[src/sv/ifhg_pkg.sv]
// Shared constants and types of the IPv4 fragment header generator.
// No dependencies; used by the checksum unit and the top level.
package ifhg_pkg;

  localparam logic [13:0] IP_HDR_BYTES = 14'd20;
  localparam logic [13:0] MTU_MIN      = 14'd1064;
  localparam logic [13:0] MTU_MAX      = 14'd9000;
  localparam logic [13:0] MTU_RESET    = 14'd1500;
  localparam logic [15:0] VER_IHL_TOS  = 16'h4500;
  localparam logic [15:0] FLAG_DF      = 16'h4000;
  localparam logic [15:0] FLAG_MF      = 16'h2000;

  // Checksum accumulator width: nine 16-bit words fit in 20 bits.
  localparam int unsigned ACC_W = 20;

  localparam logic [1:0] ALU_HOLD = 2'd0;
  localparam logic [1:0] ALU_LOAD = 2'd1;
  localparam logic [1:0] ALU_ADD  = 2'd2;
  localparam logic [1:0] ALU_FOLD = 2'd3;

  typedef struct packed {
    logic [1:0] op;
    logic       use_base;
  } alu_ctl_t;

endpackage

[src/sv/ifhg_csum_alu.sv]
// Shared ones-complement checksum adder with its accumulator register.
// Depends on ifhg_pkg for the operation codes and the control struct.
module ifhg_csum_alu (
  input  logic                          clk,
  input  ifhg_pkg::alu_ctl_t            ctl,
  input  logic [15:0]                   word,
  input  logic [ifhg_pkg::ACC_W-1:0]    base,
  output logic [ifhg_pkg::ACC_W-1:0]    sum
);

  logic [ifhg_pkg::ACC_W-1:0] acc_r;
  logic [ifhg_pkg::ACC_W-1:0] acc_nxt;
  logic [ifhg_pkg::ACC_W-1:0] opa;
  logic [ifhg_pkg::ACC_W-1:0] opb;

  always_comb begin
    unique case (ctl.op)
      ifhg_pkg::ALU_FOLD: begin
        // End-around carry: low half plus the carries above it.
        opa = {{(ifhg_pkg::ACC_W-16){1'b0}}, acc_r[15:0]};
        opb = {16'd0, acc_r[ifhg_pkg::ACC_W-1:16]};
      end
      ifhg_pkg::ALU_LOAD: begin
        opa = '0;
        opb = {{(ifhg_pkg::ACC_W-16){1'b0}}, word};
      end
      default: begin
        opa = ctl.use_base ? base : acc_r;
        opb = {{(ifhg_pkg::ACC_W-16){1'b0}}, word};
      end
    endcase
    sum     = opa + opb;
    acc_nxt = (ctl.op == ifhg_pkg::ALU_HOLD) ? acc_r : sum;
  end

  always_ff @(posedge clk) begin
    acc_r <= acc_nxt;
  end

endmodule

[src/sv/ipv4_fragment_header_gen.sv]
// IPv4 fragment header generator. A request is taken only while in_stall is low; it then
// sums the fixed header words once, then steps each fragment through the single shared
// checksum adder (add total length, add flags/offset, two carry folds), and takes no new
// request until its last result has been loaded into the output register.
// A zero-length request yields nothing; a DF request that does not fit yields one error
// result. The mtu value in use is saturated to 1064..9000.
// Depends on ifhg_pkg and ifhg_csum_alu.
module ipv4_fragment_header_gen (
  input  logic        clk,
  input  logic        rst_n,
  input  logic        cfg_valid,
  output logic        cfg_ready,
  input  logic [13:0] cfg_mtu,
  input  logic        in_valid,
  output logic        in_stall,
  input  logic [15:0] in_payload_len,
  input  logic [15:0] in_packet_id,
  input  logic [7:0]  in_protocol,
  input  logic [7:0]  in_time_to_live,
  input  logic        in_dont_fragment,
  input  logic [31:0] in_src_addr,
  input  logic [31:0] in_dst_addr,
  output logic        out_valid,
  input  logic        out_stall,
  output logic [13:0] out_total_length,
  output logic [15:0] out_flags_offset,
  output logic [15:0] out_header_checksum,
  output logic [15:0] out_payload_start,
  output logic [13:0] out_fragment_len,
  output logic [15:0] out_frag_id,
  output logic        out_too_long,
  output logic        out_last
);

  localparam logic [2:0] ST_IDLE = 3'd0;
  localparam logic [2:0] ST_BASE = 3'd1;
  localparam logic [2:0] ST_F0   = 3'd2;
  localparam logic [2:0] ST_F1   = 3'd3;
  localparam logic [2:0] ST_F2   = 3'd4;
  localparam logic [2:0] ST_F3   = 3'd5;
  localparam logic [2:0] ST_ERR  = 3'd6;

  localparam logic [2:0] BASE_LAST = 3'd5;

  logic [2:0]  state_r, state_nxt;
  logic [2:0]  step_r, step_nxt;
  logic [13:0] mtu_r;

  logic [13:0] room_r, room_nxt;
  logic [15:0] remaining_r, remaining_nxt;
  logic [15:0] start_r, start_nxt;
  logic [15:0] id_r;
  logic [7:0]  proto_r;
  logic [7:0]  ttl_r;
  logic        df_r;
  logic [31:0] src_r;
  logic [31:0] dst_r;
  logic [ifhg_pkg::ACC_W-1:0] base_r;

  logic        out_valid_r;
  logic [13:0] out_total_length_r;
  logic [15:0] out_flags_offset_r;
  logic [15:0] out_header_checksum_r;
  logic [15:0] out_payload_start_r;
  logic [13:0] out_fragment_len_r;
  logic [15:0] out_frag_id_r;
  logic        out_too_long_r;
  logic        out_last_r;

  logic        in_xfer;
  logic        out_free;
  logic        load_frag;
  logic        load_err;
  logic [13:0] mtu_sat;
  logic [13:0] room_now;
  logic [13:0] chunk;
  logic        more;
  logic [13:0] flen;
  logic [13:0] tot;
  logic [15:0] fo;
  logic [15:0] alu_word;
  logic [ifhg_pkg::ACC_W-1:0] alu_sum;
  ifhg_pkg::alu_ctl_t alu_ctl;

  // Neither channel takes a transfer while reset is held.
  assign cfg_ready = rst_n;
  assign in_stall  = (state_r != ST_IDLE) || !rst_n;
  assign in_xfer   = in_valid && !in_stall;
  assign out_free  = !out_valid_r || !out_stall;

  always_comb begin
    if (mtu_r < ifhg_pkg::MTU_MIN) begin
      mtu_sat = ifhg_pkg::MTU_MIN;
    end else if (mtu_r > ifhg_pkg::MTU_MAX) begin
      mtu_sat = ifhg_pkg::MTU_MAX;
    end else begin
      mtu_sat = mtu_r;
    end
    room_now = mtu_sat - ifhg_pkg::IP_HDR_BYTES;
  end

  // Fragment fields of the fragment in progress.
  always_comb begin
    chunk = {room_r[13:3], 3'b000};
    more  = (remaining_r > {2'b00, room_r});
    flen  = more ? chunk : remaining_r[13:0];
    tot   = ifhg_pkg::IP_HDR_BYTES + flen;
    if (df_r) begin
      fo = ifhg_pkg::FLAG_DF;
    end else begin
      fo = (more ? ifhg_pkg::FLAG_MF : 16'd0) | {3'b000, start_r[15:3]};
    end
  end

  always_comb begin
    alu_ctl.op       = ifhg_pkg::ALU_HOLD;
    alu_ctl.use_base = 1'b0;
    alu_word         = 16'd0;
    unique case (state_r)
      ST_IDLE: begin
        alu_ctl.op = ifhg_pkg::ALU_LOAD;
        alu_word   = ifhg_pkg::VER_IHL_TOS;
      end
      ST_BASE: begin
        alu_ctl.op = ifhg_pkg::ALU_ADD;
        unique case (step_r)
          3'd0:    alu_word = id_r;
          3'd1:    alu_word = {ttl_r, proto_r};
          3'd2:    alu_word = src_r[31:16];
          3'd3:    alu_word = src_r[15:0];
          3'd4:    alu_word = dst_r[31:16];
          default: alu_word = dst_r[15:0];
        endcase
      end
      ST_F0: begin
        alu_ctl.op       = ifhg_pkg::ALU_ADD;
        alu_ctl.use_base = 1'b1;
        alu_word         = {2'b00, tot};
      end
      ST_F1: begin
        alu_ctl.op = ifhg_pkg::ALU_ADD;
        alu_word   = fo;
      end
      ST_F2, ST_F3: begin
        // The second fold settles, so repeating it while stalled is harmless.
        alu_ctl.op = ifhg_pkg::ALU_FOLD;
      end
      default: begin
        alu_ctl.op = ifhg_pkg::ALU_HOLD;
      end
    endcase
  end

  ifhg_csum_alu u_alu (
    .clk  (clk),
    .ctl  (alu_ctl),
    .word (alu_word),
    .base (base_r),
    .sum  (alu_sum)
  );

  always_comb begin
    state_nxt     = state_r;
    step_nxt      = step_r;
    room_nxt      = room_r;
    remaining_nxt = remaining_r;
    start_nxt     = start_r;
    load_frag     = 1'b0;
    load_err      = 1'b0;
    unique case (state_r)
      ST_IDLE: begin
        if (in_xfer) begin
          room_nxt      = room_now;
          remaining_nxt = in_payload_len;
          start_nxt     = 16'd0;
          step_nxt      = 3'd0;
          if (in_payload_len == 16'd0) begin
            state_nxt = ST_IDLE;
          end else if (in_dont_fragment && (in_payload_len > {2'b00, room_now})) begin
            state_nxt = ST_ERR;
          end else begin
            state_nxt = ST_BASE;
          end
        end
      end
      ST_BASE: begin
        step_nxt = step_r + 3'd1;
        if (step_r == BASE_LAST) begin
          state_nxt = ST_F0;
        end
      end
      ST_F0: state_nxt = ST_F1;
      ST_F1: state_nxt = ST_F2;
      ST_F2: state_nxt = ST_F3;
      ST_F3: begin
        if (out_free) begin
          load_frag     = 1'b1;
          start_nxt     = start_r + {2'b00, flen};
          remaining_nxt = remaining_r - {2'b00, flen};
          state_nxt     = more ? ST_F0 : ST_IDLE;
        end
      end
      ST_ERR: begin
        if (out_free) begin
          load_err  = 1'b1;
          state_nxt = ST_IDLE;
        end
      end
      default: state_nxt = ST_IDLE;
    endcase
  end

  always_ff @(posedge clk) begin
    if (!rst_n) begin
      state_r     <= ST_IDLE;
      step_r      <= 3'd0;
      mtu_r       <= ifhg_pkg::MTU_RESET;
      out_valid_r <= 1'b0;
    end else begin
      state_r <= state_nxt;
      step_r  <= step_nxt;
      if (cfg_valid && cfg_ready) begin
        mtu_r <= cfg_mtu;
      end
      if (load_frag || load_err) begin
        out_valid_r <= 1'b1;
      end else if (!out_stall) begin
        out_valid_r <= 1'b0;
      end
    end
  end

  always_ff @(posedge clk) begin
    room_r      <= room_nxt;
    remaining_r <= remaining_nxt;
    start_r     <= start_nxt;
    if (in_xfer) begin
      id_r    <= in_packet_id;
      proto_r <= in_protocol;
      ttl_r   <= in_time_to_live;
      df_r    <= in_dont_fragment;
      src_r   <= in_src_addr;
      dst_r   <= in_dst_addr;
    end
    if (state_r == ST_BASE && step_r == BASE_LAST) begin
      base_r <= alu_sum;
    end
    if (load_frag) begin
      out_total_length_r    <= tot;
      out_flags_offset_r    <= fo;
      out_header_checksum_r <= ~alu_sum[15:0];
      out_payload_start_r   <= start_r;
      out_fragment_len_r    <= flen;
      out_frag_id_r         <= id_r;
      out_too_long_r        <= 1'b0;
      out_last_r            <= !more;
    end else if (load_err) begin
      out_total_length_r    <= 14'd0;
      out_flags_offset_r    <= 16'd0;
      out_header_checksum_r <= 16'd0;
      out_payload_start_r   <= 16'd0;
      out_fragment_len_r    <= 14'd0;
      out_frag_id_r         <= 16'd0;
      out_too_long_r        <= 1'b1;
      out_last_r            <= 1'b1;
    end
  end

  assign out_valid           = out_valid_r;
  assign out_total_length    = out_total_length_r;
  assign out_flags_offset    = out_flags_offset_r;
  assign out_header_checksum = out_header_checksum_r;
  assign out_payload_start   = out_payload_start_r;
  assign out_fragment_len    = out_fragment_len_r;
  assign out_frag_id         = out_frag_id_r;
  assign out_too_long        = out_too_long_r;
  assign out_last            = out_last_r;

endmodule

[config.mk]
export PLATFORM = sky130hd
export DESIGN_NAME = ipv4_fragment_header_gen
export DESIGN_NICKNAME = d
export VERILOG_FILES = /design/src/sv/ifhg_pkg.sv /design/src/sv/ifhg_csum_alu.sv /design/src/sv/ipv4_fragment_header_gen.sv
export SDC_FILE = /design/constraint.sdc
export NUM_CORES = 1
export LEC_CHECK = 0
export BUFFER_PORTS_ARGS = -buffer_cell sky130_fd_sc_hd__buf_2
export CORE_MARGIN = 2
export CORE_UTILIZATION = 31
export DETAILED_ROUTE_END_ITERATION = 10
export PLACE_DENSITY = 0.56
export SLEW_MARGIN = 25
export SYNTH_ARGS = -nofsm -noshare
export SYNTH_HDL_FRONTEND = slang
export SYNTH_SLANG_ARGS = --single-unit
[constraint.sdc]
create_clock -name clk -period 5.9 [get_ports clk]
set_input_delay 0.59 -clock clk [delete_from_list [all_inputs] [get_ports clk]]
set_output_delay 0.59 -clock clk [all_outputs]
set_load 0.02 [all_outputs]
==> results of run 1 <==
layer usage:
layer	track usage, %	vias to the layer above
met3	3.61	71
met4	6.54	6
met5	0	-
met1	23.5	5123
met2	27.6	368
li1	-	5150
what timing repair did:
action | CTS | global route
hold buffers | 0 | 0
endpoints found under the setup margin | 0 | 16
resized for setup | 0 | 11
hold endpoints to repair | 0 | 0
buffers inserted | 0 | 1
worst min path at each step:
stage                                     end                 startpoint  depth (start not counted)  slack, ns
finish                    src_r[16]$_DFFE_PP_            in_src_addr[16]                          1       0.20
global route               id_r[14]$_DFFE_PP_           in_packet_id[14]                          1       0.18
CTS                       src_r[16]$_DFFE_PP_            in_src_addr[16]                          1       0.17
detailed placement  out_too_long$_SDFFE_PP0P_  out_too_long$_SDFFE_PP0P_                          2       0.49
global placement    out_too_long$_SDFFE_PP0P_  out_too_long$_SDFFE_PP0P_                          2       0.49
floorplan               mtu_r[0]$_SDFFE_PN0P_      mtu_r[0]$_SDFFE_PN0P_                          2       0.48
registers in the layout, summed over array words and instances (netlist names), 12 cells and up:
| register | count |
|---|---|
| out_total_length | 12 |
| id_r | 16 |
| room_r | 14 |
| base_r | 20 |
| mtu_r | 14 |
| out_frag_id | 16 |
| out_flags_offset | 15 |
| out_payload_start | 16 |
| out_fragment_len | 14 |
| out_header_checksum | 16 |
| dst_r | 32 |
| start_r | 16 |
| remaining_r | 16 |
| src_r | 32 |
| u_alu.acc_r | 20 |
layout make-up:
type,count,area (sq um),share of cell area (%)
Antenna cell,3,7.51,0.0421
Clock buffer,40,937,5.25
Clock inverter,24,256,1.44
Inverter,59,224,1.26
Multi-Input combinational cell,837,5590,31.3
Sequential cell,295,8640,48.4
Tap cell,607,759,4.26
Timing Repair Buffer,266,1430,8.01
power by group:
part	total, uW	internal (uW)	leakage [uW]	switching, uW
logic	2610	916	0.00402	1690
registers	2940	2760	0.00279	179
clock network	2220	1330	0.000574	891
cells in the final DEF (no fill, tap or decap), types with 4 or more instances in the layout:
cell type	count
edfxtp_1	273
buf_2	227
nor2_1	109
nand2_1	108
ha_1	76
a21oi_1	68
o21ai_0	61
inv_1	58
and3_1	40
buf_4	39
clkbuf_16	37
nand3_1	35
xnor2_1	34
nor3_1	23
mux2i_1	23
dfxtp_1	22
a22oi_1	21
and2_1	20
a21o_1	19
xor2_1	18
a222oi_1	17
nand2b_1	15
nand4_1	15
nor2b_1	14
o221ai_1	11
clkinv_1	10
a31oi_1	9
o21a_1	9
nor4_1	7
a21oi_2	5
nor3_2	5
o31ai_1	5
or2_2	4
o211ai_1	4
mux2_2	4
a31o_2	4
bufinv_16	4
clkinv_2	4
through the flow:
step	cell area, sq um	instances
2_1_floorplan	14700	1254
3_3_place_gp	16600	2063
3_5_place_dp	16600	2063
4_1_cts	17800	2127
5_1_grt	17800	2129
6_report	17800	2131
synth_stat cells (3+ instances only):
| library cell | instances |
|---|---|
| a21o_1 | 19 |
| o31ai_1 | 5 |
| buf_1 | 3 |
| and3_1 | 40 |
| or3_1 | 3 |
| or2_2 | 4 |
| inv_1 | 59 |
| buf_4 | 4 |
| a31oi_1 | 9 |
| nand2_1 | 108 |
| nand4_1 | 15 |
| xnor2_1 | 34 |
| nor4_1 | 9 |
| a22oi_1 | 21 |
| dfxtp_1 | 22 |
| and2_1 | 20 |
| xor2_1 | 18 |
| nor2_1 | 109 |
| nand3_1 | 35 |
| o211ai_1 | 4 |
| ha_1 | 77 |
| nor2b_1 | 14 |
| o21ai_0 | 63 |
| o221ai_1 | 11 |
| mux2i_1 | 23 |
| a221oi_1 | 3 |
| clkbuf_1 | 53 |
| o21bai_1 | 3 |
| a211oi_1 | 3 |
| nor3_2 | 5 |
| a21oi_1 | 71 |
| a222oi_1 | 17 |
| o21a_1 | 9 |
| edfxtp_1 | 273 |
| mux2_2 | 4 |
| a31o_2 | 4 |
| nand2b_1 | 15 |
| nor3_1 | 24 |
worst reg2reg max path, stage by stage, from the launching register on:
cell and delay, ns:
edfxtp_1 0.46, ha_1 0.34, nand2_1 0.06, or4_4 0.54
a211oi_4 0.29, nor3_4 0.11, nor2_8 0.14, inv_1 0.08
nor2_1 0.09, a21oi_1 0.06, inv_1 0.09, ha_2 0.24
nor2_1 0.06, o21ai_0 0.11, o41ai_2 0.12, buf_4 0.16
or3_1 0.33, nand3_1 0.12, a31oi_1 0.11, ha_1 0.36
a21o_1 0.19, a21oi_1 0.13, o21ai_1 0.10, a21o_1 0.20
a41o_1 0.29, nor4_4 0.19, nor3_1 0.11, xor2_1 0.16
logic make-up (layout without fill, tap and decap cells):
| kind of cell | after synthesis | in the layout | synth area share [%] |
|---|---|---|---|
| AOI/OAI and AO/OA | 263 | 263 | 11.8 |
| xor gates and xnor gates | 52 | 52 | 3.11 |
| muxes | 29 | 29 | 2.07 |
| and+or+nand+nor | 412 | 412 | 13.8 |
| adders and majority gates | 79 | 79 | 6.85 |
| other | 2 | 5 | 0.0513 |
| buffers and inverters | 122 | 389 | 3.36 |
| DFF | 295 | 295 | 59.0 |
==> metrics.txt, run 1 <==
status finished, final reports clean; DR vias 10700; Via density 5.03; Synth area leaders edfxtp_1, ha_1, dfxtp_1; Net count, final 1706; max-slew violation count 0; DRC viols 0; root buffer cell clkbuf_16; Data arrival, critical path 5.79 ns; Max Cap Violations 0; Critical Path Start Type register; global-route wire length before repair 65.7 mm; die area 49000 sq um; Setup TNS Final 0 ns; Syn Inst Count 1254; DRT Wirelength 42.8 mm; hold slack 0.203 ns; gr usage total 17.4%; CP startpoint remaining_r[9]$_DFFE_PP_; Hold Crit Class in -> reg; slowest stage delay, CP 0.54 ns; initial antenna violation count 6; synthesized area per cell 11.7 sq um; share of cells above drive strength 1 23.2%; warnings from Yosys 0; commonest register cell after synthesis edfxtp_1; R2R setup slack 0.40 ns; area leader, netlist edfxtp_1; #FFs+latches synth 295; PortBufs 227; synth unique cells 68; total congestion overflow 0; launch point of the worst reg-to-reg path remaining_r[9]$_DFFE_PP_; Setup crit end u_alu.acc_r[16]$_DFFE_PP_; 1st-iter DRT viols 715; final worst slack 0.396 ns; Syn Nets 1465; CP required 6.19 ns; worst-margin pin slew 0.900 ns; Top delay family on crit path simple AND/OR/NAND/NOR gates; # rows 79; Period minus WS final 5.50 ns; met1 WL 19.1 mm; Setup Viol. Count Final 0; pin count of the biggest net entering global routing 68; number of synthesized flops with an enable pin 273; clk buf depth 3; Routed WL per cell 20.1 um; Crit. path cell count 27; critical path class reg -> reg; met2 routed WL 19.5 mm; clk_lat worst skew 0.56 ns; CP endpoint kind register; worst slack, placed 0.154 ns; Ports 229; Power Total 7760 uW; Mapped Area 14600 sq um; Tcrit/Tclk final 93.3%; Power Dens Cells 435 nW/um^2; VDD IR-drop max 0.000234 V; crit path max fanout 5; H-tree depth 2; Seq/Total Area, Yosys 59.0%; Final Hold Fails 0; die span in x 221 um; Syn-to-layout area delta 21.8%; TritonCTS clock tree built; Synth top area share 56.0%; r2r endpoint u_alu.acc_r[16]$_DFFE_PP_; Clock Skew 0.0258 ns; uppermost layer routed met5; Die Ht 221 um; RSZ-0062 raised after global routing false; cts bufs inserted 36; core area 46600 sq um; drt first pass iters 6; Fillers 4559; Clock transition at path regs 0.06 ns; leakage power total 0.00739 uW; maximum clock rate 182 MHz; critical path's slowest cell or4_4; routed length on met3 2.84 mm; Routed Antenna Nets 0; Initial Utilization 31.5%; Final Util 38.3%; Worst slew margin 39.9%; CTS sink count 295; vias in the first global route 10900; hpwl dp 31.6 mm; CP bufs+invs 3; Post-synth ARST share 0%; R2R cell count 27; Placer Congestion 0.873
(Power assumes the default switching activity.)
==> run 2: changes to the inputs <==
--- a/config.mk
+++ b/config.mk
@@ -9,7 +9,7 @@
 export CORE_MARGIN = 2
 export CORE_UTILIZATION = 31
 export DETAILED_ROUTE_END_ITERATION = 10
-export PLACE_DENSITY = 0.56
+export PLACE_DENSITY = 0.58
 export SLEW_MARGIN = 25
 export SYNTH_ARGS = -nofsm -noshare
 export SYNTH_HDL_FRONTEND = slang
==> run 2 against run 1 <==
Net effect:
- critical endpoint unchanged
- maximum frequency fell by 0.90%
- utilization about the same
- non-clock buffer count rose by 5
- cell area about the same
- worst setup slack worse by 0.050 ns
- count of clock-buffer cells in the layout down 1
- cell count about the same
==> metrics.txt, run 2 (synthesis gave the netlist of run 1 again) <==
Syn-to-layout area delta 21.8% (about the same); global-route wire length before repair 64.6 mm (was 65.7 mm); non-filler instance count after layout 2129 (was 2131); worst-margin pin slew 0.999 ns (was 0.900 ns); clk_lat worst skew 0.56 ns (about the same); CTS sink count 295 (unchanged); r2r endpoint u_alu.acc_r[16]$_DFFE_PP_ (unchanged); Routed Antenna Nets 0 (unchanged); critical path class reg -> reg (unchanged); drt first pass iters 5 (was 6); area of the multi-input gates 5610 sq um (was 5590 sq um); Setup Viol. Count Final 0 (unchanged); CP startpoint remaining_r[11]$_DFFE_PP_ (was remaining_r[9]$_DFFE_PP_); total congestion overflow 0 (unchanged); Hold Crit Class in -> reg (unchanged); crit path max fanout 4 (was 5); hpwl dp 31.4 mm (was 31.6 mm); Critical Path Start Type register (unchanged); Power Dens Cells 433 nW/um^2 (was 435 nW/um^2); Final Util 38.3% (about the same); leakage power total 0.00739 uW (about the same); Clock transition at path regs 0.06 ns (about the same); status finished, final reports clean (unchanged); Die Ht 221 um (unchanged); core area 46600 sq um (unchanged); pin count of the biggest net entering global routing 78 (was 68); H-tree depth 2 (unchanged); root buffer cell clkbuf_16 (unchanged); Placer Congestion 0.874 (was 0.873); max-slew violation count 0 (unchanged); Data arrival, critical path 5.85 ns (was 5.79 ns); die span in x 221 um (unchanged); maximum clock rate 180 MHz (was 182 MHz); gr usage total 17.2% (was 17.4%); Period minus WS final 5.55 ns (was 5.50 ns); R2R setup slack 0.35 ns (was 0.40 ns); DRC viols 0 (unchanged); worst slack, placed 0.199 ns (was 0.154 ns); Tcrit/Tclk final 94.1% (was 93.3%); Ports 229 (unchanged); Fillers 4555 (was 4559); biggest regs dst_r x32, src_r x32 (unchanged); clk buf depth 3 (unchanged); final worst slack 0.346 ns (was 0.396 ns); cts bufs inserted 35 (was 36); Final Hold Fails 0 (unchanged); commonest non-fill, non-tap cells in the layout edfxtp_1, buf_2, nor2_1, nand2_1, ha_1 (unchanged); vias in the first global route 10600 (was 10900); DRT Wirelength 42.6 mm (was 42.8 mm); Max Cap Violations 0 (unchanged); Via density 5.05 (was 5.03); 1st-iter DRT viols 809 (was 715); hold depth 1 (unchanged); CP endpoint kind register (unchanged); die area 49000 sq um (unchanged); Initial Utilization 31.5% (unchanged); launch point of the worst reg-to-reg path remaining_r[11]$_DFFE_PP_ (was remaining_r[9]$_DFFE_PP_); Worst slew margin 33.3% (was 39.9%); Routed WL per cell 20.0 um (was 20.1 um); commonest non-fill, non-tap cell in the layout edfxtp_1 (unchanged); VDD IR-drop max 0.000195 V (was 0.000234 V); # rows 79 (unchanged); initial antenna violation count 3 (was 6); DR vias 10800 (was 10700); PortBufs 227 (unchanged); Net count, final 1710 (was 1706); TritonCTS clock tree built (unchanged); Clock Skew 0.0199 ns (was 0.0258 ns); share of cells above drive strength 1 23.8% (was 23.2%); WHS Endpoint dst_r[1]$_DFFE_PP_ (was src_r[16]$_DFFE_PP_); R2R cell count 27 (unchanged); Post-Place Cells 2064 (was 2063); CP required 6.19 ns (about the same); storage element area 8640 sq um (unchanged); HP Start in_dst_addr[1] (was in_src_addr[16])
[run 2: cell types whose count changed in the layout (fill, tap and decap cells not counted), sizes merged]
cell	delta
clkbuf	-1
clkinv	-8
inv	+1
clkinvlp	+2
diode	-1
buf	+5
[run 2: power breakdown]
| group | internal [uW] | switching [uW] |
|---|---|---|
| Combinational | 923 | 1700 |
| Clock | 1280 | 899 |
| Sequential | 2760 | 178 |
| Total | 4960 | 2780 |
[run 2: routing by layer]
layer	GRT usage, %	wire length [um]
met5	0	15
met4	6.95	1380
met3	3.28	2840
met2	27.0	19600
met1	23.3	18800
[run 2: how the worst max path moves through the flow]
| stage | endpoint | cells past startpoint |
|---|---|---|
| floorplan | base_r[16]$_DFFE_PP_ | 25 |
| global placement | base_r[16]$_DFFE_PP_ | 23 |
| detailed placement | base_r[16]$_DFFE_PP_ | 23 |
| CTS | u_alu.acc_r[16]$_DFFE_PP_ | 23 |
| global route | base_r[16]$_DFFE_PP_ | 27 |
| finish | u_alu.acc_r[16]$_DFFE_PP_ | 27 |
[run 2: area by class of cell]
| type | instances | share of cell area, % |
|---|---|---|
| diodes | 2 | 0.0280 |
| well taps | 607 | 4.26 |
| inverters | 59 | 1.26 |
| multi-input cells | 837 | 31.4 |
| clock inverters | 19 | 1.40 |
| flip-flops and latches | 295 | 48.4 |
| clock buffers | 39 | 4.99 |
| repair buffers | 271 | 8.22 |
[run 2: metrics by stage]
step	hold WS (ns)	setup TNS [ns]	total power (uW)	area (sq um)
after global placement	0.494	0	5540	16600
after detailed placement	0.502	0	5560	16600
after CTS	0.170	0	7760	17700
final	0.205	0	7730	17800
after floorplan	0.476	0	4660	14700
after global routing	0.184	-0.00494	8170	17800
[run 2: worst max-delay path: stages, from the launching register on]
cell and delay (ns):
edfxtp_1 0.47, ha_4 0.31, nand4_1 0.13, or4_4 0.49, a211oi_4 0.29, nor3_4 0.11, nor2_8 0.13, inv_1 0.08
nor2_1 0.09, a21oi_1 0.06, inv_1 0.12, ha_4 0.17, nor2_1 0.05, o21ai_0 0.13, o41ai_2 0.14, buf_4 0.16
or3_1 0.34, nand3_1 0.13, a31oi_1 0.11, ha_1 0.35, a21o_1 0.20, a21oi_2 0.15, o21ai_2 0.08, a21o_1 0.20
a41o_1 0.29, nor4_2 0.26, nor3_1 0.10, xor2_1 0.16
[run 2: repair_timing]
action,CTS,global route
setup buffers,0,5
endpoints found under the setup margin,0,16
resized for setup,0,14
hold buffers,0,0
endpoints found under the hold margin,0,0
==> run 3: changes to the inputs <==
--- a/config.mk
+++ b/config.mk
@@ -5,9 +5,11 @@
 export SDC_FILE = /design/constraint.sdc
 export NUM_CORES = 1
 export LEC_CHECK = 0
+export ABC_AREA = 1
 export BUFFER_PORTS_ARGS = -buffer_cell sky130_fd_sc_hd__buf_2
 export CORE_MARGIN = 2
 export CORE_UTILIZATION = 31
+export CTS_CLUSTER_DIAMETER = 50
 export DETAILED_ROUTE_END_ITERATION = 10
 export PLACE_DENSITY = 0.58
 export SLEW_MARGIN = 25
==> run 3 against run 2 <==
Net effect:
- combinational power fell by 18%
- first-iteration DRC count decreased by 1.7%
- synthesized cell count is 17% higher
- utilization down 0.51 points
- critical path depth decreased by 6
- die area rose by 1.3%
- hold slack worse by 0.0030 ns
- largest power group unchanged
- critical endpoint is now base_r[18]$_DFFE_PP_
- via count rose by 6.4%
- maximum frequency up 11%
- clock power up 8%
- sequential share of layout area shrank 0.36 points
- global-route usage down 0.35 points
==> metrics.txt, run 3 <==
H-tree depth 2 (unchanged); Synth top cells by count nand2_1, edfxtp_1, inv_1 (was edfxtp_1, nor2_1, nand2_1); Clock Skew 0.0130 ns (was 0.0199 ns); Syn Nets 1681 (was 1465); commonest non-fill, non-tap cells in the layout nand2_1, edfxtp_1, buf_2, inv_1, nor2_1 (was edfxtp_1, buf_2, nor2_1, nand2_1, ha_1); Initial Utilization 31.2% (was 31.5%); synth unique cells 58 (was 68); vias in the first global route 11200 (was 10600); Synth top area share 55.2% (was 56.0%); critical path's slowest cell edfxtp_1 (was or4_4); root buffer cell clkbuf_16 (unchanged); CP required 6.20 ns (was 6.19 ns); Hold Buf Count CTS 0 (unchanged); Seq/Total Area, Yosys 58.2% (was 59.0%); pin count of the biggest net entering global routing 74 (was 78); VDD IR-drop max 0.000227 V (was 0.000195 V); PortBufs 227 (unchanged); DRT Wirelength 42.4 mm (was 42.6 mm); # rows 80 (was 79); Net count, final 1918 (was 1710); 1st-iter DRT viols 795 (was 809); global-route wire length before repair 63.9 mm (was 64.6 mm); biggest regs dst_r x32, src_r x32 (unchanged); clk buf depth 3 (unchanged); Post-Place Cells 2282 (was 2064); TritonCTS clock tree built (unchanged); CP endpoint kind register (unchanged); DR vias 11400 (was 10800); post-CTS sizing 0 (unchanged); Power Dens Cells 405 nW/um^2 (was 433 nW/um^2); cts bufs inserted 38 (was 35); Data arrival, critical path 5.30 ns (was 5.85 ns); Final Util 37.8% (was 38.3%); area of the multi-input gates 5360 sq um (was 5610 sq um); Max Cap Violations 0 (unchanged); maximum clock rate 200 MHz (was 180 MHz); commonest register cell after synthesis edfxtp_1 (unchanged); critical path class reg -> reg (unchanged); die area 49700 sq um (was 49000 sq um); status finished, final reports clean (unchanged); area leader, netlist edfxtp_1 (unchanged); share of cells above drive strength 1 20.3% (was 23.8%); leakage power total 0.00768 uW (was 0.00739 uW); crit path max fanout 27 (was 4); max-slew violation count 0 (unchanged); Tcrit/Tclk final 84.7% (was 94.1%); gr usage total 16.8% (was 17.2%); Routed WL per cell 18.0 um (was 20.0 um); total congestion overflow 0 (unchanged); critical path cell sequence ha_1, nand4_1, nor2_4, nand2_1, nand2_2, nand2_4, o21ai_0, ha_1, a22oi_1, o221ai_1, ha_1, a21oi_1, nand2_1, a21oi_1, o21ai_0, a21boi_0, o21ai_0, a21oi_1, nor2_1, nand2_1, nand2_1; Routed Antenna Nets 0 (unchanged); Worst slew margin 37.7% (was 33.3%); Placer Congestion 0.871 (was 0.874); Final Hold Fails 0 (unchanged); die span in x 223 um (was 221 um); Via density 4.87 (was 5.05); non-filler instance count after layout 2351 (was 2129); initial antenna violation count 0 (was 3); drt first pass iters 5 (unchanged); Setup TNS Final 0 ns (unchanged); RSZ-0062 raised after global routing false; Clock transition at path regs 0.06 ns (about the same); Post-synth ARST share 0% (unchanged); warnings from Yosys 0 (unchanged); #FFs+latches synth 295 (unchanged); Period minus WS final 5.00 ns (was 5.55 ns); Synth area leaders edfxtp_1, nand2_1, ha_1 (was edfxtp_1, ha_1, dfxtp_1); number of synthesized flops with an enable pin 273 (unchanged); worst slack, placed 0.968 ns (was 0.199 ns); Syn-to-layout area delta 21.1% (was 21.8%); Power Total 7280 uW (was 7730 uW); Critical Path Start Type register (unchanged); DRC viols 0 (unchanged); setup bufs post-CTS 0 (unchanged); Syn Inst Count 1470 (was 1254); slowest stage delay, CP 0.42 ns (was 0.49 ns); CTS sink count 295 (unchanged); Hold Crit Class in -> reg (unchanged); synthesized area per cell 10.1 sq um (was 11.7 sq um); ANT cells 0 (was 2); Setup Viol. Count Final 0 (unchanged); clk_lat worst skew 0.56 ns (about the same); final worst slack 0.903 ns (was 0.346 ns); commonest non-fill, non-tap cell in the layout nand2_1 (was edfxtp_1); cell mode on critical path nand2_1; most frequent cell after synthesis nand2_1 (was edfxtp_1); Die Ht 223 um (was 221 um); core area 47500 sq um (was 46600 sq um); Fillers 4693 (was 4555); worst-margin pin slew 0.933 ns (was 0.999 ns); hpwl dp 32.0 mm (was 31.4 mm); Mapped Area 14800 sq um (was 14600 sq um); storage element area 8640 sq um (unchanged); Ports 229 (unchanged)
## run 3: cell count changes in the layout (fill, tap and decap cells not counted), sizes merged, moves of 19 or more
cell / delta
a22oi: -19
and2: -19
and3: -40
buf: -30
inv: +122
mux2i: -25
nand2: +192
nand3: +26
nor2: +53
o21ai: +35
xnor2: -26
## run 3: routing by layer
layer	global-route usage (%)	part of all wire, %	vias up
met5	0	0	-
met3	3.00	6.3	77
met4	6.91	3.5	0
met2	27.0	45	397
met1	22.5	45	5391
li1	-	-	5573
## run 3: logic make-up after synthesis
family | Yosys count | share of synthesized area, %
buf+inv | 220 | 5.87
compound gates | 257 | 10.5
other cells | 2 | 0.0506
simple gates | 590 | 17.0
flops | 295 | 58.2
xor+xnor | 27 | 1.59
fa+ha+maj | 79 | 6.76
## run 3: path summary, 6_finish.rpt
path                            cells after the start                 startpoint  slack [ns]                     to
worst max-delay path                               21  remaining_r[11]$_DFFE_PP_        0.90   base_r[18]$_DFFE_PP_
worst min-delay path                                1           in_packet_id[14]        0.20     id_r[14]$_DFFE_PP_
worst max register to register                     21  remaining_r[11]$_DFFE_PP_        0.90   base_r[18]$_DFFE_PP_
worst min register to register                      2      mtu_r[7]$_SDFFE_PN1P_        0.49  mtu_r[7]$_SDFFE_PN1P_
## run 3: layout make-up
class | instances | area share, %
clock buffers | 45 | 5.67
clock inverters | 24 | 1.52
inverters | 176 | 3.67
multi-input cells | 955 | 29.8
flip-flops and latches | 295 | 48.0
well taps | 615 | 4.28
repair buffers | 241 | 6.97
## run 3: worst max-delay path: cells and delay by family (launching register included)
kind	cells	cell delay, ns
flip-flops	1	0.42
adder cells (fa/ha/maj)	3	1.08
AND/OR/NAND/NOR	9	1.03
AO/OA/AOI/OAI	9	2.21
## run 3: per-stage QoR
stage	hold WS, ns	area (sq um)
6_report	0.202	18000
3_3_place_gp	0.480	16700
5_1_grt	0.175	18000
3_5_place_dp	0.480	16700
4_1_cts	0.165	18000
2_1_floorplan	0.452	14800
## run 3: power breakdown
group,internal [uW],switching [uW]
Sequential,2660,125
Clock,1400,947
Combinational,657,1490
Total,4720,2570
